--- src/rtl/touch_contact_stitcher_assert.svh ---
// Assertion macros shared by the touch contact stitcher RTL.
// No dependencies; define NO_ASSERTIONS to compile them out.
`ifndef TOUCH_CONTACT_STITCHER_ASSERT_SVH
`define TOUCH_CONTACT_STITCHER_ASSERT_SVH
`ifndef NO_ASSERTIONS
`define TCS_ASSERT(lbl, clk, rst_n, prop) \
  lbl: assert property (@(posedge clk) disable iff (!rst_n) prop) \
    else $error("touch stitcher assertion failed");
`define TCS_ASSERT_NEXT(lbl, clk, rst_n, ante, cons) \
  lbl: assert property (@(posedge clk) disable iff (!rst_n) (ante) |=> (cons)) \
    else $error("touch stitcher sequence assertion failed");
`else
`define TCS_ASSERT(lbl, clk, rst_n, prop)
`define TCS_ASSERT_NEXT(lbl, clk, rst_n, ante, cons)
`endif
`endif

--- src/rtl/tcs_pkg.sv ---
// Shared constants, codes and controller/datapath structs for the stitcher.
// No dependencies.
`timescale 1ns / 1ps
package tcs_pkg;

  localparam int unsigned POS_W  = 16;
  localparam int unsigned TIME_W = 32;
  localparam int unsigned VAL_W  = 24;
  localparam int unsigned CFG_W  = 16;
  localparam int unsigned IDX_W  = 3;
  localparam int unsigned PEAK_W = 34;
  localparam int unsigned SSQ_W  = 48;
  localparam int unsigned NUM_W  = 36;
  localparam int unsigned US_W   = 22;

  localparam logic [1:0] OP_BEGIN  = 2'd0;
  localparam logic [1:0] OP_UPDATE = 2'd1;
  localparam logic [1:0] OP_END    = 2'd2;
  localparam logic [1:0] OP_TICK   = 2'd3;

  localparam logic [2:0] ACT_STOP  = 3'd0;
  localparam logic [2:0] ACT_PAN   = 3'd1;
  localparam logic [2:0] ACT_TAP   = 3'd2;
  localparam logic [2:0] ACT_PRESS = 3'd3;
  localparam logic [2:0] ACT_FLING = 3'd4;

  localparam logic [IDX_W-1:0] REG_WINDOW = 3'd0;
  localparam logic [IDX_W-1:0] REG_RADIUS = 3'd1;
  localparam logic [IDX_W-1:0] REG_PRESS  = 3'd2;
  localparam logic [IDX_W-1:0] REG_SLOP   = 3'd3;
  localparam logic [IDX_W-1:0] REG_FLING  = 3'd4;

  localparam logic [11:0] DEF_WINDOW = 12'd220;
  localparam logic [11:0] DEF_RADIUS = 12'd72;
  localparam logic [11:0] DEF_PRESS  = 12'd550;
  localparam logic [11:0] DEF_SLOP   = 12'd22;
  localparam logic [15:0] DEF_FLING  = 16'd120;

  localparam logic [1:0] SQ_SX = 2'd0;
  localparam logic [1:0] SQ_SY = 2'd1;
  localparam logic [1:0] SQ_DX = 2'd2;
  localparam logic [1:0] SQ_DY = 2'd3;

  localparam logic [TIME_W-1:0] MIN_DT_US = 32'd500;
  localparam logic [19:0]        US_PER_S  = 20'd1000000;

  typedef struct packed {
    logic       latch;
    logic       sq_en;
    logic [1:0] sq_sel;
    logic       eval;
    logic       num_en;
    logic       axis;
    logic       div_start;
    logic       blend_en;
    logic       out_idx;
  } ctrl_cmd_t;

  typedef struct packed {
    logic       need_div;
    logic [1:0] res_cnt;
    logic [1:0] eval_cnt;
    logic       div_done;
  } dp_stat_t;

endpackage

--- src/rtl/touch_contact_stitcher.sv ---
// Top level of the touch contact stitcher: controller plus datapath.
// Depends on tcs_pkg, tcs_ctrl, tcs_datapath (and tcs_div below it).
//
//  channel | signals                                      | dir
//  in      | in_valid_i/in_ready_o, operation, pos, now   | in
//  out     | out_valid_o/out_ready_i, action, value, last | out
//  cfg     | cfg_we_i, cfg_idx_i, cfg_data_i              | in
//
// An item is squared and evaluated, then its result beats are sent; an update that samples
// velocity adds two passes of the bit-serial divider, one for each axis.
// One item is in flight at a time; in_ready_o is high only when idle.
// Reset restores the register defaults and clears all gesture state.
// A stalled output beat holds the block until it is taken.
`timescale 1ns / 1ps
module touch_contact_stitcher (
  input  logic                        clk_i,
  input  logic                        rst_ni,
  input  logic                        in_valid_i,
  output logic                        in_ready_o,
  input  logic [1:0]                  operation_i,
  input  logic [tcs_pkg::POS_W-1:0]   pos_x_i,
  input  logic [tcs_pkg::POS_W-1:0]   pos_y_i,
  input  logic [tcs_pkg::TIME_W-1:0]  now_us_i,
  output logic                        out_valid_o,
  input  logic                        out_ready_i,
  output logic [2:0]                  action_o,
  output logic signed [tcs_pkg::VAL_W-1:0] value_x_o,
  output logic signed [tcs_pkg::VAL_W-1:0] value_y_o,
  output logic                        last_o,
  input  logic                        cfg_we_i,
  input  logic [tcs_pkg::IDX_W-1:0]   cfg_idx_i,
  input  logic [tcs_pkg::CFG_W-1:0]   cfg_data_i
);
  import tcs_pkg::*;

  ctrl_cmd_t cmd;
  dp_stat_t  stat;

  tcs_ctrl u_ctrl (
    .clk_i       (clk_i),
    .rst_ni      (rst_ni),
    .in_valid_i  (in_valid_i),
    .in_ready_o  (in_ready_o),
    .out_valid_o (out_valid_o),
    .out_ready_i (out_ready_i),
    .last_o      (last_o),
    .cmd_o       (cmd),
    .stat_i      (stat)
  );

  tcs_datapath u_dp (
    .clk_i       (clk_i),
    .rst_ni      (rst_ni),
    .cmd_i       (cmd),
    .stat_o      (stat),
    .operation_i (operation_i),
    .pos_x_i     (pos_x_i),
    .pos_y_i     (pos_y_i),
    .now_us_i    (now_us_i),
    .cfg_we_i    (cfg_we_i),
    .cfg_idx_i   (cfg_idx_i),
    .cfg_data_i  (cfg_data_i),
    .action_o    (action_o),
    .value_x_o   (value_x_o),
    .value_y_o   (value_y_o)
  );

endmodule

--- src/rtl/tcs_div.sv ---
// Restoring divider, one quotient bit per cycle, for the velocity rate.
// Depends on tcs_pkg.
`timescale 1ns / 1ps
module tcs_div (
  input  logic                       clk_i,
  input  logic                       rst_ni,
  input  logic                       start_i,
  input  logic [tcs_pkg::NUM_W-1:0]  num_i,
  input  logic [tcs_pkg::TIME_W-1:0] den_i,
  output logic                       done_o,
  output logic [tcs_pkg::NUM_W-1:0]  quo_o
);
  import tcs_pkg::*;

  localparam int unsigned CNT_W = $clog2(NUM_W + 1);

  logic [CNT_W-1:0]  cnt_q, cnt_d;
  logic              busy_q, busy_d, done_q, done_d;
  logic [TIME_W-1:0] rem_q, rem_d, den_q;
  logic [NUM_W-1:0]  quo_q, quo_d;
  logic [TIME_W:0]   rem_sh;
  logic              ge;

  assign rem_sh = {rem_q, quo_q[NUM_W-1]};
  assign ge     = rem_sh >= {1'b0, den_q};

  always_comb begin
    cnt_d  = cnt_q;
    busy_d = busy_q;
    done_d = done_q;
    rem_d  = rem_q;
    quo_d  = quo_q;
    if (start_i) begin
      cnt_d  = CNT_W'(NUM_W);
      busy_d = 1'b1;
      done_d = 1'b0;
      rem_d  = '0;
      quo_d  = num_i;
    end else if (busy_q) begin
      rem_d = ge ? TIME_W'(rem_sh - {1'b0, den_q}) : rem_sh[TIME_W-1:0];
      quo_d = {quo_q[NUM_W-2:0], ge};
      cnt_d = cnt_q - 1'b1;
      if (cnt_q == CNT_W'(1)) begin
        busy_d = 1'b0;
        done_d = 1'b1;
      end
    end
  end

  always_ff @(posedge clk_i or negedge rst_ni) begin
    if (!rst_ni) begin
      cnt_q  <= '0;
      busy_q <= 1'b0;
      done_q <= 1'b0;
    end else begin
      cnt_q  <= cnt_d;
      busy_q <= busy_d;
      done_q <= done_d;
    end
  end

  always_ff @(posedge clk_i) begin
    rem_q <= rem_d;
    quo_q <= quo_d;
    if (start_i) den_q <= den_i;
  end

  assign done_o = done_q;
  assign quo_o  = quo_q;

endmodule

--- src/rtl/tcs_datapath.sv ---
// Gesture state, config registers, shared squarer, rate divider and result buffer.
// Depends on tcs_pkg and tcs_div.
`timescale 1ns / 1ps
module tcs_datapath (
  input  logic                       clk_i,
  input  logic                       rst_ni,
  input  tcs_pkg::ctrl_cmd_t         cmd_i,
  output tcs_pkg::dp_stat_t          stat_o,
  input  logic [1:0]                 operation_i,
  input  logic [tcs_pkg::POS_W-1:0]  pos_x_i,
  input  logic [tcs_pkg::POS_W-1:0]  pos_y_i,
  input  logic [tcs_pkg::TIME_W-1:0] now_us_i,
  input  logic                       cfg_we_i,
  input  logic [tcs_pkg::IDX_W-1:0]  cfg_idx_i,
  input  logic [tcs_pkg::CFG_W-1:0]  cfg_data_i,
  output logic [2:0]                 action_o,
  output logic signed [tcs_pkg::VAL_W-1:0] value_x_o,
  output logic signed [tcs_pkg::VAL_W-1:0] value_y_o
);
  import tcs_pkg::*;

  // configuration and derived thresholds
  logic [11:0] win_q, rad_q, lp_q, slop_q;
  logic [15:0] fling_q;
  logic [US_W-1:0] win_us_q, lp_us_q;
  logic [31:0] rad_sq_q, slop_sq_q;
  logic [39:0] fling_sq_q;
  logic [15:0] rad16, slop16;
  logic [19:0] fling16;

  assign rad16   = {rad_q, 4'd0};
  assign slop16  = {slop_q, 4'd0};
  assign fling16 = {fling_q, 4'd0};

  always_ff @(posedge clk_i or negedge rst_ni) begin
    if (!rst_ni) begin
      win_q   <= DEF_WINDOW;
      rad_q   <= DEF_RADIUS;
      lp_q    <= DEF_PRESS;
      slop_q  <= DEF_SLOP;
      fling_q <= DEF_FLING;
    end else if (cfg_we_i) begin
      case (cfg_idx_i)
        REG_WINDOW: win_q   <= cfg_data_i[11:0];
        REG_RADIUS: rad_q   <= cfg_data_i[11:0];
        REG_PRESS:  lp_q    <= cfg_data_i[11:0];
        REG_SLOP:   slop_q  <= cfg_data_i[11:0];
        REG_FLING:  fling_q <= cfg_data_i;
        default: ;
      endcase
    end
  end

  always_ff @(posedge clk_i) begin
    win_us_q   <= {10'd0, win_q} * 22'd1000;
    lp_us_q    <= {10'd0, lp_q} * 22'd1000;
    rad_sq_q   <= rad16 * rad16;
    slop_sq_q  <= slop16 * slop16;
    fling_sq_q <= fling16 * fling16;
  end

  // item and gesture state
  logic [1:0]        op_q;
  logic [POS_W-1:0]  x_q, y_q, rec_x_q, rec_y_q, org_x_q, org_y_q;
  logic [TIME_W-1:0] now_q, rec_t_q, smp_t_q, prs_t_q, stl_t_q, el_q;
  logic              seen_q, consumed_q, smp_v_q, prs_p_q, stl_p_q;
  logic [PEAK_W-1:0] peak_q;
  logic signed [VAL_W-1:0] spd_x_q, spd_y_q;
  logic signed [POS_W:0]   pan_dx_q, pan_dy_q;

  always_ff @(posedge clk_i) begin
    if (cmd_i.latch) begin
      op_q  <= operation_i;
      x_q   <= pos_x_i;
      y_q   <= pos_y_i;
      now_q <= now_us_i;
    end
  end

  // shared squarer
  logic [POS_W-1:0]        ref_x, ref_y;
  logic signed [24:0]      sq_opnd;
  logic signed [49:0]      sq_prod;
  logic [SSQ_W-1:0]        sxx_q, syy_q;
  logic [PEAK_W-1:0]       dxx_q, dyy_q;

  assign ref_x = (op_q == OP_BEGIN) ? rec_x_q : org_x_q;
  assign ref_y = (op_q == OP_BEGIN) ? rec_y_q : org_y_q;

  always_comb begin
    case (cmd_i.sq_sel)
      SQ_SX:   sq_opnd = 25'(spd_x_q);
      SQ_SY:   sq_opnd = 25'(spd_y_q);
      SQ_DX:   sq_opnd = 25'($signed({1'b0, x_q}) - $signed({1'b0, ref_x}));
      default: sq_opnd = 25'($signed({1'b0, y_q}) - $signed({1'b0, ref_y}));
    endcase
  end
  assign sq_prod = sq_opnd * sq_opnd;

  always_ff @(posedge clk_i) begin
    if (cmd_i.sq_en) begin
      case (cmd_i.sq_sel)
        SQ_SX:   sxx_q <= sq_prod[SSQ_W-1:0];
        SQ_SY:   syy_q <= sq_prod[SSQ_W-1:0];
        SQ_DX:   dxx_q <= sq_prod[PEAK_W-1:0];
        default: dyy_q <= sq_prod[PEAK_W-1:0];
      endcase
    end
  end

  // evaluation of timers and the item
  logic [PEAK_W-1:0] dist_sq, peak_new;
  logic [SSQ_W:0]    spd_sq;
  logic [TIME_W-1:0] el_now;
  logic prs_fire, p_emit, cons_mid, stl_fire, s_tap, s_fling, t_emit, o_emit;
  logic in_slop, same, upd_emit;
  logic [2:0] t_act, o_act;
  logic signed [VAL_W-1:0] t_vx, t_vy, o_vx, o_vy;
  logic signed [POS_W:0] dx_now, dy_now;

  assign dist_sq = dxx_q + dyy_q;
  assign spd_sq  = {1'b0, sxx_q} + {1'b0, syy_q};
  assign in_slop = peak_q <= PEAK_W'(slop_sq_q);
  assign el_now  = now_q - smp_t_q;
  assign dx_now  = $signed({1'b0, x_q}) - $signed({1'b0, rec_x_q});
  assign dy_now  = $signed({1'b0, y_q}) - $signed({1'b0, rec_y_q});

  assign prs_fire = prs_p_q && ((now_q - prs_t_q) >= TIME_W'(lp_us_q));
  assign p_emit   = prs_fire && in_slop;
  assign cons_mid = consumed_q || p_emit;
  assign stl_fire = stl_p_q && ((now_q - stl_t_q) >= TIME_W'(win_us_q));
  assign s_tap    = stl_fire && !cons_mid && in_slop;
  assign s_fling  = stl_fire && !cons_mid && !in_slop && (spd_sq > (SSQ_W+1)'(fling_sq_q));
  assign t_emit   = p_emit || s_tap || s_fling;

  assign same = seen_q && ((now_q - rec_t_q) < TIME_W'(win_us_q))
                && (dist_sq < PEAK_W'(rad_sq_q));
  assign peak_new = (dist_sq > peak_q) ? dist_sq : peak_q;
  assign upd_emit = peak_new > PEAK_W'(slop_sq_q);
  assign o_emit   = ((op_q == OP_BEGIN) && !same) || ((op_q == OP_UPDATE) && upd_emit);

  always_comb begin
    if (s_fling) begin
      t_act = ACT_FLING;
      t_vx  = spd_x_q;
      t_vy  = spd_y_q;
    end else begin
      t_act = p_emit ? ACT_PRESS : ACT_TAP;
      t_vx  = VAL_W'({1'b0, org_x_q});
      t_vy  = VAL_W'({1'b0, org_y_q});
    end
    if (op_q == OP_BEGIN) begin
      o_act = ACT_STOP;
      o_vx  = '0;
      o_vy  = '0;
    end else begin
      o_act = ACT_PAN;
      o_vx  = VAL_W'(dx_now);
      o_vy  = VAL_W'(dy_now);
    end
  end

  assign stat_o.need_div = (op_q == OP_UPDATE) && upd_emit && smp_v_q && (el_now > MIN_DT_US);
  assign stat_o.eval_cnt = {1'b0, t_emit} + {1'b0, o_emit};

  // velocity rate
  logic signed [POS_W:0] num_step;
  logic [POS_W-1:0]      num_mag;
  logic [NUM_W-1:0]      num_q, quo;
  logic                  neg_q, div_done;
  logic                  sat;
  logic signed [VAL_W-1:0] rate, spd_sel;
  logic signed [VAL_W:0]   bsum;

  assign num_step = cmd_i.axis ? pan_dy_q : pan_dx_q;
  assign num_mag  = num_step[POS_W] ? POS_W'(-num_step) : num_step[POS_W-1:0];

  always_ff @(posedge clk_i) begin
    if (cmd_i.num_en) begin
      num_q <= num_mag * US_PER_S;
      neg_q <= num_step[POS_W];
    end
  end

  tcs_div u_div (
    .clk_i   (clk_i),
    .rst_ni  (rst_ni),
    .start_i (cmd_i.div_start),
    .num_i   (num_q),
    .den_i   (el_q),
    .done_o  (div_done),
    .quo_o   (quo)
  );
  assign stat_o.div_done = div_done;

  always_comb begin
    if (neg_q) begin
      sat  = quo > NUM_W'(8388608);
      rate = sat ? $signed(24'h800000) : $signed(-quo[VAL_W-1:0]);
    end else begin
      sat  = quo > NUM_W'(8388607);
      rate = sat ? $signed(24'h7FFFFF) : $signed(quo[VAL_W-1:0]);
    end
  end
  assign spd_sel = cmd_i.axis ? spd_y_q : spd_x_q;
  assign bsum    = (VAL_W+1)'(spd_sel) + (VAL_W+1)'(rate);

  // state update
  always_ff @(posedge clk_i or negedge rst_ni) begin
    if (!rst_ni) begin
      seen_q     <= 1'b0;
      consumed_q <= 1'b0;
      smp_v_q    <= 1'b0;
      prs_p_q    <= 1'b0;
      stl_p_q    <= 1'b0;
      rec_x_q    <= '0;
      rec_y_q    <= '0;
      rec_t_q    <= '0;
      org_x_q    <= '0;
      org_y_q    <= '0;
      peak_q     <= '0;
      spd_x_q    <= '0;
      spd_y_q    <= '0;
      smp_t_q    <= '0;
      prs_t_q    <= '0;
      stl_t_q    <= '0;
    end else if (cmd_i.eval) begin
      prs_p_q    <= prs_p_q && !prs_fire;
      stl_p_q    <= stl_p_q && !stl_fire;
      consumed_q <= cons_mid && !stl_fire;
      case (op_q)
        OP_BEGIN: begin
          stl_p_q <= 1'b0;
          if (!same) begin
            org_x_q    <= x_q;
            org_y_q    <= y_q;
            peak_q     <= '0;
            consumed_q <= 1'b0;
            spd_x_q    <= '0;
            spd_y_q    <= '0;
            smp_v_q    <= 1'b0;
            prs_p_q    <= 1'b1;
            prs_t_q    <= now_q;
          end
        end
        OP_UPDATE: begin
          peak_q <= peak_new;
          if (upd_emit) begin
            prs_p_q <= 1'b0;
            smp_t_q <= now_q;
            smp_v_q <= 1'b1;
          end
        end
        OP_END: begin
          prs_p_q <= 1'b0;
          stl_p_q <= 1'b1;
          stl_t_q <= now_q;
        end
        default: ;
      endcase
      if (op_q != OP_TICK) begin
        rec_x_q <= x_q;
        rec_y_q <= y_q;
        rec_t_q <= now_q;
        seen_q  <= 1'b1;
      end
    end else if (cmd_i.blend_en) begin
      if (cmd_i.axis) spd_y_q <= bsum[VAL_W:1];
      else            spd_x_q <= bsum[VAL_W:1];
    end
  end

  // result buffer
  logic [2:0]              res_act_q [2];
  logic signed [VAL_W-1:0] res_x_q [2];
  logic signed [VAL_W-1:0] res_y_q [2];
  logic [1:0]              res_cnt_q;

  always_ff @(posedge clk_i or negedge rst_ni) begin
    if (!rst_ni) res_cnt_q <= '0;
    else if (cmd_i.eval) res_cnt_q <= stat_o.eval_cnt;
  end

  always_ff @(posedge clk_i) begin
    if (cmd_i.eval) begin
      pan_dx_q <= dx_now;
      pan_dy_q <= dy_now;
      el_q     <= el_now;
      if (t_emit) begin
        res_act_q[0] <= t_act;
        res_x_q[0]   <= t_vx;
        res_y_q[0]   <= t_vy;
        res_act_q[1] <= o_act;
        res_x_q[1]   <= o_vx;
        res_y_q[1]   <= o_vy;
      end else begin
        res_act_q[0] <= o_act;
        res_x_q[0]   <= o_vx;
        res_y_q[0]   <= o_vy;
      end
    end
  end

  assign stat_o.res_cnt = res_cnt_q;
  assign action_o  = res_act_q[cmd_i.out_idx];
  assign value_x_o = res_x_q[cmd_i.out_idx];
  assign value_y_o = res_y_q[cmd_i.out_idx];

endmodule

--- src/rtl/tcs_ctrl.sv ---
// Sequencer: squares, evaluation, velocity division per axis, result beats.
// Depends on tcs_pkg and the assertion macro header.
`timescale 1ns / 1ps
`include "touch_contact_stitcher_assert.svh"
module tcs_ctrl (
  input  logic               clk_i,
  input  logic               rst_ni,
  input  logic               in_valid_i,
  output logic               in_ready_o,
  output logic               out_valid_o,
  input  logic               out_ready_i,
  output logic               last_o,
  output tcs_pkg::ctrl_cmd_t cmd_o,
  input  tcs_pkg::dp_stat_t  stat_i
);
  import tcs_pkg::*;

  localparam logic [2:0] S_IDLE  = 3'd0;
  localparam logic [2:0] S_SQ    = 3'd1;
  localparam logic [2:0] S_EVAL  = 3'd2;
  localparam logic [2:0] S_NUM   = 3'd3;
  localparam logic [2:0] S_DST   = 3'd4;
  localparam logic [2:0] S_DWAIT = 3'd5;
  localparam logic [2:0] S_BLEND = 3'd6;
  localparam logic [2:0] S_OUT   = 3'd7;

  logic [2:0] state_q, state_d;
  logic [1:0] sel_q, sel_d;
  logic       axis_q, axis_d, idx_q, idx_d;

  assign in_ready_o  = state_q == S_IDLE;
  assign out_valid_o = state_q == S_OUT;
  assign last_o      = ({1'b0, idx_q} + 2'd1) == stat_i.res_cnt;

  always_comb begin
    state_d         = state_q;
    sel_d           = sel_q;
    axis_d          = axis_q;
    idx_d           = idx_q;
    cmd_o           = '0;
    cmd_o.sq_sel    = sel_q;
    cmd_o.axis      = axis_q;
    cmd_o.out_idx   = idx_q;
    case (state_q)
      S_IDLE: begin
        cmd_o.latch = in_valid_i;
        if (in_valid_i) begin
          sel_d   = SQ_SX;
          state_d = S_SQ;
        end
      end
      S_SQ: begin
        cmd_o.sq_en = 1'b1;
        sel_d       = sel_q + 2'd1;
        if (sel_q == SQ_DY) state_d = S_EVAL;
      end
      S_EVAL: begin
        cmd_o.eval = 1'b1;
        axis_d     = 1'b0;
        idx_d      = 1'b0;
        if (stat_i.need_div)            state_d = S_NUM;
        else if (stat_i.eval_cnt != '0) state_d = S_OUT;
        else                            state_d = S_IDLE;
      end
      S_NUM: begin
        cmd_o.num_en = 1'b1;
        state_d      = S_DST;
      end
      S_DST: begin
        cmd_o.div_start = 1'b1;
        state_d         = S_DWAIT;
      end
      S_DWAIT: begin
        if (stat_i.div_done) state_d = S_BLEND;
      end
      S_BLEND: begin
        cmd_o.blend_en = 1'b1;
        axis_d         = 1'b1;
        state_d        = axis_q ? S_OUT : S_NUM;
      end
      S_OUT: begin
        if (out_ready_i) begin
          idx_d   = 1'b1;
          state_d = last_o ? S_IDLE : S_OUT;
        end
      end
      default: state_d = S_IDLE;
    endcase
  end

  always_ff @(posedge clk_i or negedge rst_ni) begin
    if (!rst_ni) begin
      state_q <= S_IDLE;
      sel_q   <= '0;
      axis_q  <= 1'b0;
      idx_q   <= 1'b0;
    end else begin
      state_q <= state_d;
      sel_q   <= sel_d;
      axis_q  <= axis_d;
      idx_q   <= idx_d;
    end
  end

  `TCS_ASSERT_NEXT(a_accept_starts_sq, clk_i, rst_ni, in_valid_i && in_ready_o, state_q == S_SQ)
  `TCS_ASSERT(a_out_has_result, clk_i, rst_ni, out_valid_o |-> stat_i.res_cnt != 2'd0)
  `TCS_ASSERT_NEXT(a_div_restarts, clk_i, rst_ni, state_q == S_DST, !stat_i.div_done)
  `TCS_ASSERT(a_second_is_last, clk_i, rst_ni, (out_valid_o && idx_q) |-> last_o)

endmodule
--- config.mk ---
export PLATFORM = sky130hd
export DESIGN_NAME = touch_contact_stitcher
export DESIGN_NICKNAME = d
export VERILOG_FILES = /design/src/rtl/tcs_pkg.sv /design/src/rtl/touch_contact_stitcher.sv /design/src/rtl/tcs_div.sv /design/src/rtl/tcs_datapath.sv /design/src/rtl/tcs_ctrl.sv
export VERILOG_INCLUDE_DIRS = /design/src /design/src/rtl
export SDC_FILE = /design/constraint.sdc
export NUM_CORES = 2
export LEC_CHECK = 0
export BUFFER_PORTS_ARGS = -buffer_cell sky130_fd_sc_hd__buf_2
export CAP_MARGIN = 20
export CORE_MARGIN = 2
export CORE_UTILIZATION = 60
export CTS_BUF_LIST = sky130_fd_sc_hd__clkbuf_8
export DETAILED_ROUTE_END_ITERATION = 6
export PLACE_DENSITY_LB_ADDON = 0.1
export SETUP_SLACK_MARGIN = 0.05
export SLEW_MARGIN = 20
export SYNTH_ARGS = -nofsm -noshare
export SYNTH_HDL_FRONTEND = slang
export SYNTH_SLANG_ARGS = --single-unit
--- constraint.sdc ---
create_clock -name clk_i -period 12.3 [get_ports clk_i]
set_clock_uncertainty 0.2 [all_clocks]
set_input_delay 1.845 -clock clk_i [delete_from_list [all_inputs] [get_ports clk_i]]
set_output_delay 1.845 -clock clk_i [all_outputs]
set_load 0.01 [all_outputs]
==> After elaboration in Yosys (flattened, before gate mapping) <==
Memories as Yosys holds them, arrays and structs flattened.
Index checks and enable logic that the tools add are counted.
{ "word_totals": {"memories": 3, "out_inout_bits": 54, "ram_bits": 102, "regBits": 905, "elab_cells": 260} }
{ "classes": {"n_reduce_logical": 60, "multipliers": 7, "n_eq_ne": 28, "addsub": 18, "bitwise_logic": 5, "n_lt_le_gt_ge": 12, "mux": 76} }
{ "mem_list": {"columns": ["memory", "depth", "width", "rd", "rd_clocked_by_memory_dff", "write_ports", "line_no", "rtl"], "rows": [
  ["u_dp.res_x_q", 2, 24, 1, 0, 2, "tcs_datapath.sv:275", "logic signed [VAL_W-1:0] res_x_q [2];"],
  ["u_dp.res_y_q", 2, 24, 1, 0, 2, "tcs_datapath.sv:276", "logic signed [VAL_W-1:0] res_y_q [2];"],
  ["u_dp.res_act_q", 2, 3, 1, 0, 2, "tcs_datapath.sv:274", "logic [2:0] res_act_q [2];"]
]} }
{ "ops": {"columns": ["operator", "n"], "rows": [
  ["24-bit 2-to-1 mux", 18],
  ["32-bit subtractor", 5],
  ["25-bit case mux with 3 select lines", 1],
  ["36-bit 2-to-1 mux", 2],
  ["34-bit 2-to-1 mux", 2],
  ["34-bit case mux with 2 select lines", 1],
  ["16-bit by 16-bit subtractor with 17-bit output", 4],
  ["32-bit by 22-bit greater-or-equal comparator with 1-bit output", 2],
  ["48-bit by 48-bit adder with 49-bit output", 1],
  ["49-bit by 40-bit greater-than comparator with 1-bit output", 1],
  ["12-bit by 12-bit multiplier with 24-bit output", 2],
  ["25-bit by 25-bit multiplier with 48-bit output", 1],
  ["16-bit 2-to-1 mux", 3],
  ["12-bit by 7-bit multiplier with 19-bit output, second input constant", 2],
  ["36-bit by 23-bit greater-than comparator with 1-bit output, second input constant", 1],
  ["36-bit by 24-bit greater-than comparator with 1-bit output, second input constant", 1],
  ["34-bit adder", 1],
  ["34-bit by 32-bit greater-than comparator with 1-bit output", 1],
  ["34-bit greater-than comparator", 1],
  ["34-bit by 32-bit <= comparator with 1-bit output", 1],
  ["34-bit by 32-bit less-than comparator with 1-bit output", 1],
  ["33-bit by 32-bit greater-or-equal comparator with 1-bit output", 1],
  ["32-bit by 9-bit greater-than comparator with 1-bit output, second input constant", 1],
  ["32-bit by 22-bit less-than comparator with 1-bit output", 1],
  ["40 further kinds", 151]
]} }

==> Logic depth before layout (Yosys ltp) <==
{ "logic_depth": {"word_depth": 15, "ltp_mapped": 50} }

==> Cells and area by module <==
Synthesis repeated with hierarchy kept, for this count alone.
{ "hier_totals": {"cells_unflattened": 9739, "area_unflattened_um2": 98001.5} }
{ "modules_own_cells": {"columns": ["module", "area_each_um2", "n_inst", "seq_area_each_um2", "cells_per_inst"], "rows": [
  ["tcs_datapath", 91352.6, 1, 23219.8, 9077],
  ["tcs_div", 6124.6, 1, 2882.8, 599],
  ["tcs_ctrl", 524.3, 1, 175.2, 63]
]} }

==> Worst setup path before layout <==
Ideal clock, no wire load.
{ "synth_path": {"path_type": "flip-flop to flip-flop", "from": "register u_dp.op_q[1]", "to": "register u_dp.sxx_q[46], data pin", "required_time_ns": 11.924, "path_slack_ns": 0.775, "period_less_slack_ns": 11.525, "stages_incl_launch_ff": 49, "t_arrival_ns": 11.149, "cell_sequence": "edfxtp_1 nor2_1 buf_1 buf_1 nand2_1 nand2_1 ha_1 inv_1 fa_1 a21o_1 a21o_1 a21o_1 a21oi_1 o21ai_0 a21oi_1 a21oi_1 a21oi_1 clkbuf_1 [13 not listed] fa_1 inv_1 fa_1 inv_1 ha_1 a21o_1 a21o_1 a21o_1 a2111oi_0 o211ai_1 nand4_1 a31oi_1 nor2_1 o21ai_1 a41o_1 a211o_1 nor3b_1 nor3b_1"} }
{ "synth_between": {"elab_chain_cells": 5, "word_cells_on_any_way": 7} }
{ "synth_lines": {"columns": ["element", "line_no", "rtl"], "rows": [
  ["start, declared", "tcs_datapath.sv:63", "logic [1:0] op_q;"],
  ["start signal, assigned", "tcs_datapath.sv:73", "op_q <= operation_i;"],
  ["2-bit logical NOT *", "tcs_datapath.sv:87, tcs_datapath.sv:88", null],
  ["16-bit 2-to-1 mux, on equally long branches", "tcs_datapath.sv:88, tcs_datapath.sv:87", null],
  ["16-bit by 16-bit subtractor with 17-bit output, on equally long branches", "tcs_datapath.sv:95, tcs_datapath.sv:94", null],
  ["25-bit case mux with 3 select lines *", "tcs_datapath.sv:91", "case (cmd_i.sq_sel)"],
  ["25-bit by 25-bit multiplier with 48-bit output *", "tcs_datapath.sv:98", "assign sq_prod = sq_opnd * sq_opnd;"],
  ["named net u_dp.sq_prod[46]", "tcs_datapath.sv:83", "logic signed [49:0] sq_prod;"],
  ["end signal, assigned", "tcs_datapath.sv:103", "SQ_SX: sxx_q <= sq_prod[SSQ_W-1:0];"],
  ["end, declared", "tcs_datapath.sv:84", "logic [SSQ_W-1:0] sxx_q, syy_q;"]
]} }
Mark *: on every way through the listed nets, which the timed path passes. The rest lies on a longest branch.
A chain may end at the register's enable or synchronous reset.

==> Final worst setup path <==
Same ends and word-level chain as after synthesis.

==> metrics.txt <==
setup tns final=0 ns; mapped cell area=0.0968 sq mm; number of fill cells=13.2k; Slew HR=0.208; syn_area_per_cell=9.93 sq um; syn nets=11.9k; DRT Pass-1 Iters=6; DRT antenna net count=0; drt total wl=259000 microns; Crit. End Element=register; DRC Markers=0; Buf+Inv Stages, Crit Path=9; H-tree depth=4; CP Max Fanout=17; max-cap viol count=0; Finished Layout Cells=12.3k; CP delay by family, top=adder cells; chip height=406 microns; CTS tree=built; EDFF count, synth=475; Top cell by count, worst path=fa_1; antenna violations before repair=4; TritonCTS buffer count=174; drt wl/cell=21.1 microns; vias in the first global route=72.5k; final hold violations=0; top post-synthesis cells by area=fa_1 21%, edfxtp_1 15%, ha_1 14%; crit path kind=register to register; Root Buffer=clkbuf_8; Final WS setup=0.668 ns; input/output buffers=143; Period minus WS final=11.63 ns; Rows=147; # clock sinks=984; routability cong.=0.978; Final nets=12.1k; area delta synth->final=7.53%; largest net degree at the start of global routing=132; Slowest cell on crit path=fa_1; #FFs+latches synth=984; Max Slew Vio Count=0; Mapped Cells=9745; Skew-Pair Late Insertion Delay=0.98 ns; vias=71.2k; grt ovf=0; Final period util=0.946; via/cell ratio=5.81; Setup-failing EPs final=0; first-pass GRT wire length=406000 microns; DP Cell Count=11.9k; clk slew on worst S/H paths=0.06 ns; CTS Buffer Depth=3; core area=0.160 sq mm; Synth top area share=0.215; synth warn=0; dpl hpwl=208000 microns; initial core utilization=0.603; highest clock rate=86.0 MHz; Critical Path RT=12.87 ns; Synth async-reset ratio=0.366; RSZ-0062 raised after global routing=false; Netlist cell types=96; Worst-Margin Slew=1.19 ns; IO Count=144; top cell type by total area after synthesis=fa_1; initial DRC count=5706; GR Util All Layers=0.322; share of cells above drive strength 1=0.0879; DP Worst Slack=0.308 ns; Die X=406 microns; die area=0.165 sq mm; status=finished clean; sequential fraction of the synthesis area=0.272; Hold Crit Class=register to register; predominant post-synthesis flop cell=edfxtp_1; Worst Setup Start Kind=register; Largest stage delay, worst path=0.54 ns; CP arrival=12.20 ns
-- sequential cells by signal, indices dropped and copies added (netlist names), 23 cells and up --
| name | cells |
|---|---|
| u_dp.stl_t_q | 32 |
| u_dp.fling_sq_q | 31 |
| u_dp.spd_y_q | 24 |
| u_dp.spd_x_q | 24 |
| u_dp.slop_sq_q | 23 |
| u_dp.u_div.rem_q | 32 |
| u_dp.dxx_q | 33 |
| u_dp.res_x_q | 41 |
| u_dp.rec_t_q | 32 |
| u_dp.el_q | 32 |
| u_dp.syy_q | 47 |
| u_dp.u_div.quo_o | 36 |
| u_dp.res_y_q | 41 |
| u_dp.num_q | 30 |
| u_dp.now_q | 32 |
| u_dp.u_div.den_q | 32 |
| u_dp.sxx_q | 47 |
| u_dp.dyy_q | 33 |
| u_dp.prs_t_q | 32 |
| u_dp.peak_q | 34 |
| u_dp.rad_sq_q | 23 |
| u_dp.smp_t_q | 32 |
-- timing repair --
item,4_1_cts,5_1_grt
endpoints found under the setup margin,0,16
hold buffers,0,0
resized for setup,0,18
setup buffers,0,6
-- through the flow --
stage,instance area [sq um],hold slack [ns],utilization
floorplan,96800,0.194,-
finish,104000,0.214,0.649
CTS,104000,0.214,0.648
global route,104000,0.223,0.649
detailed placement,100000,0.205,0.625
global placement,100000,0.203,0.625
-- cells in the final DEF (no fill, tap or decap), types with 43 or more instances in the layout --
cell | synthesis | layout
inv_1 | 1693 | 1746
ha_1 | 1064 | 1063
fa_1 | 1038 | 1038
nand2_1 | 815 | 811
nor2_1 | 505 | 497
edfxtp_1 | 475 | 475
a21oi_1 | 451 | 447
o21ai_0 | 390 | 388
dfrtp_1 | 342 | 340
xnor2_1 | 313 | 313
mux2_2 | 248 | 248
and2_1 | 220 | 217
a21o_1 | 199 | 199
clkbuf_8 | 0 | 193
dfxtp_1 | 149 | 149
buf_2 | 11 | 143
nand3_1 | 129 | 128
xor2_1 | 124 | 124
nor3_1 | 120 | 116
buf_4 | 3 | 116
mux2i_1 | 115 | 115
nor2b_1 | 81 | 81
nand2b_1 | 77 | 77
o21a_1 | 75 | 75
nand4_1 | 69 | 69
o21bai_1 | 55 | 55
a22o_1 | 49 | 49
a211oi_1 | 47 | 47
o21ai_1 | 47 | 46
and3_1 | 43 | 43
-- cells by family after synthesis --
logic type | share of synthesized area
AO/OA/AOI/OAI | 0.110
XOR/XNOR | 0.0396
adder cells (fa/ha/maj) | 0.352
buffers and inverters | 0.0760
flip-flops | 0.272
multiplexers | 0.0427
AND/OR/NAND/NOR | 0.108
-- worst paths after layout --
check	from	depth (start not counted)	slack (ns)	endpoint
min in group asynchronous	rst_ni	1	0.59	u_dp.rec_x_q[6]
max in group asynchronous	rst_ni	3	9.14	u_dp.rad_q[4]
max reg2reg	u_dp.op_q[1]	46	0.67	u_dp.sxx_q[46]
min	u_dp.el_q[0]	0	0.21	u_dp.u_div.den_q[0]
min reg2reg	u_dp.el_q[0]	0	0.21	u_dp.u_div.den_q[0]
max	u_dp.op_q[1]	46	0.67	u_dp.sxx_q[46]
-- layout make-up --
cell class / count / area, sq um / share of cell area
diodes: 3 / 7.51 / 0.0000721
clock inverters: 135 / 932 / 0.00896
inverters: 1701 / 6410 / 0.0616
clock buffers: 193 / 2660 / 0.0255
well taps: 2160 / 2700 / 0.0260
flip-flops and latches: 984 / 26300 / 0.253
repair buffers: 268 / 1750 / 0.0168
multi-input cells: 6809 / 63300 / 0.609
-- layer usage --
metal  global-route usage  share of wire
met1                0.434           0.42
met2                0.526           0.47
met3               0.0598          0.073
met4                0.102          0.033
met5                    0        0.00010
-- cell usage after synthesis, types with 75 or more instances --
| master | instances |
|---|---|
| dfrtp_1 | 342 |
| and2_1 | 220 |
| nand2b_1 | 77 |
| nand2_1 | 815 |
| xnor2_1 | 313 |
| edfxtp_1 | 475 |
| nor2b_1 | 81 |
| nor3_1 | 120 |
| nand3_1 | 129 |
| xor2_1 | 124 |
| ha_1 | 1064 |
| a21oi_1 | 451 |
| o21a_1 | 75 |
| mux2_2 | 248 |
| nor2_1 | 505 |
| mux2i_1 | 115 |
| fa_1 | 1038 |
| clkbuf_1 | 209 |
| inv_1 | 1693 |
| dfxtp_1 | 149 |
| o21ai_0 | 390 |
| a21o_1 | 199 |
-- worst reg2reg max path: cells and delay by family (launching register included) --
| kind | cells | cell delay (ns) |
|---|---|---|
| compound gates | 18 | 3.75 |
| fa+ha+maj | 10 | 4.31 |
| buf+inv | 9 | 1.25 |
| flops | 1 | 0.43 |
| simple gates | 9 | 1.50 |
Power is not shown: default switching activity piles up to over one toggle a cycle in this logic, so the estimate is an artifact.
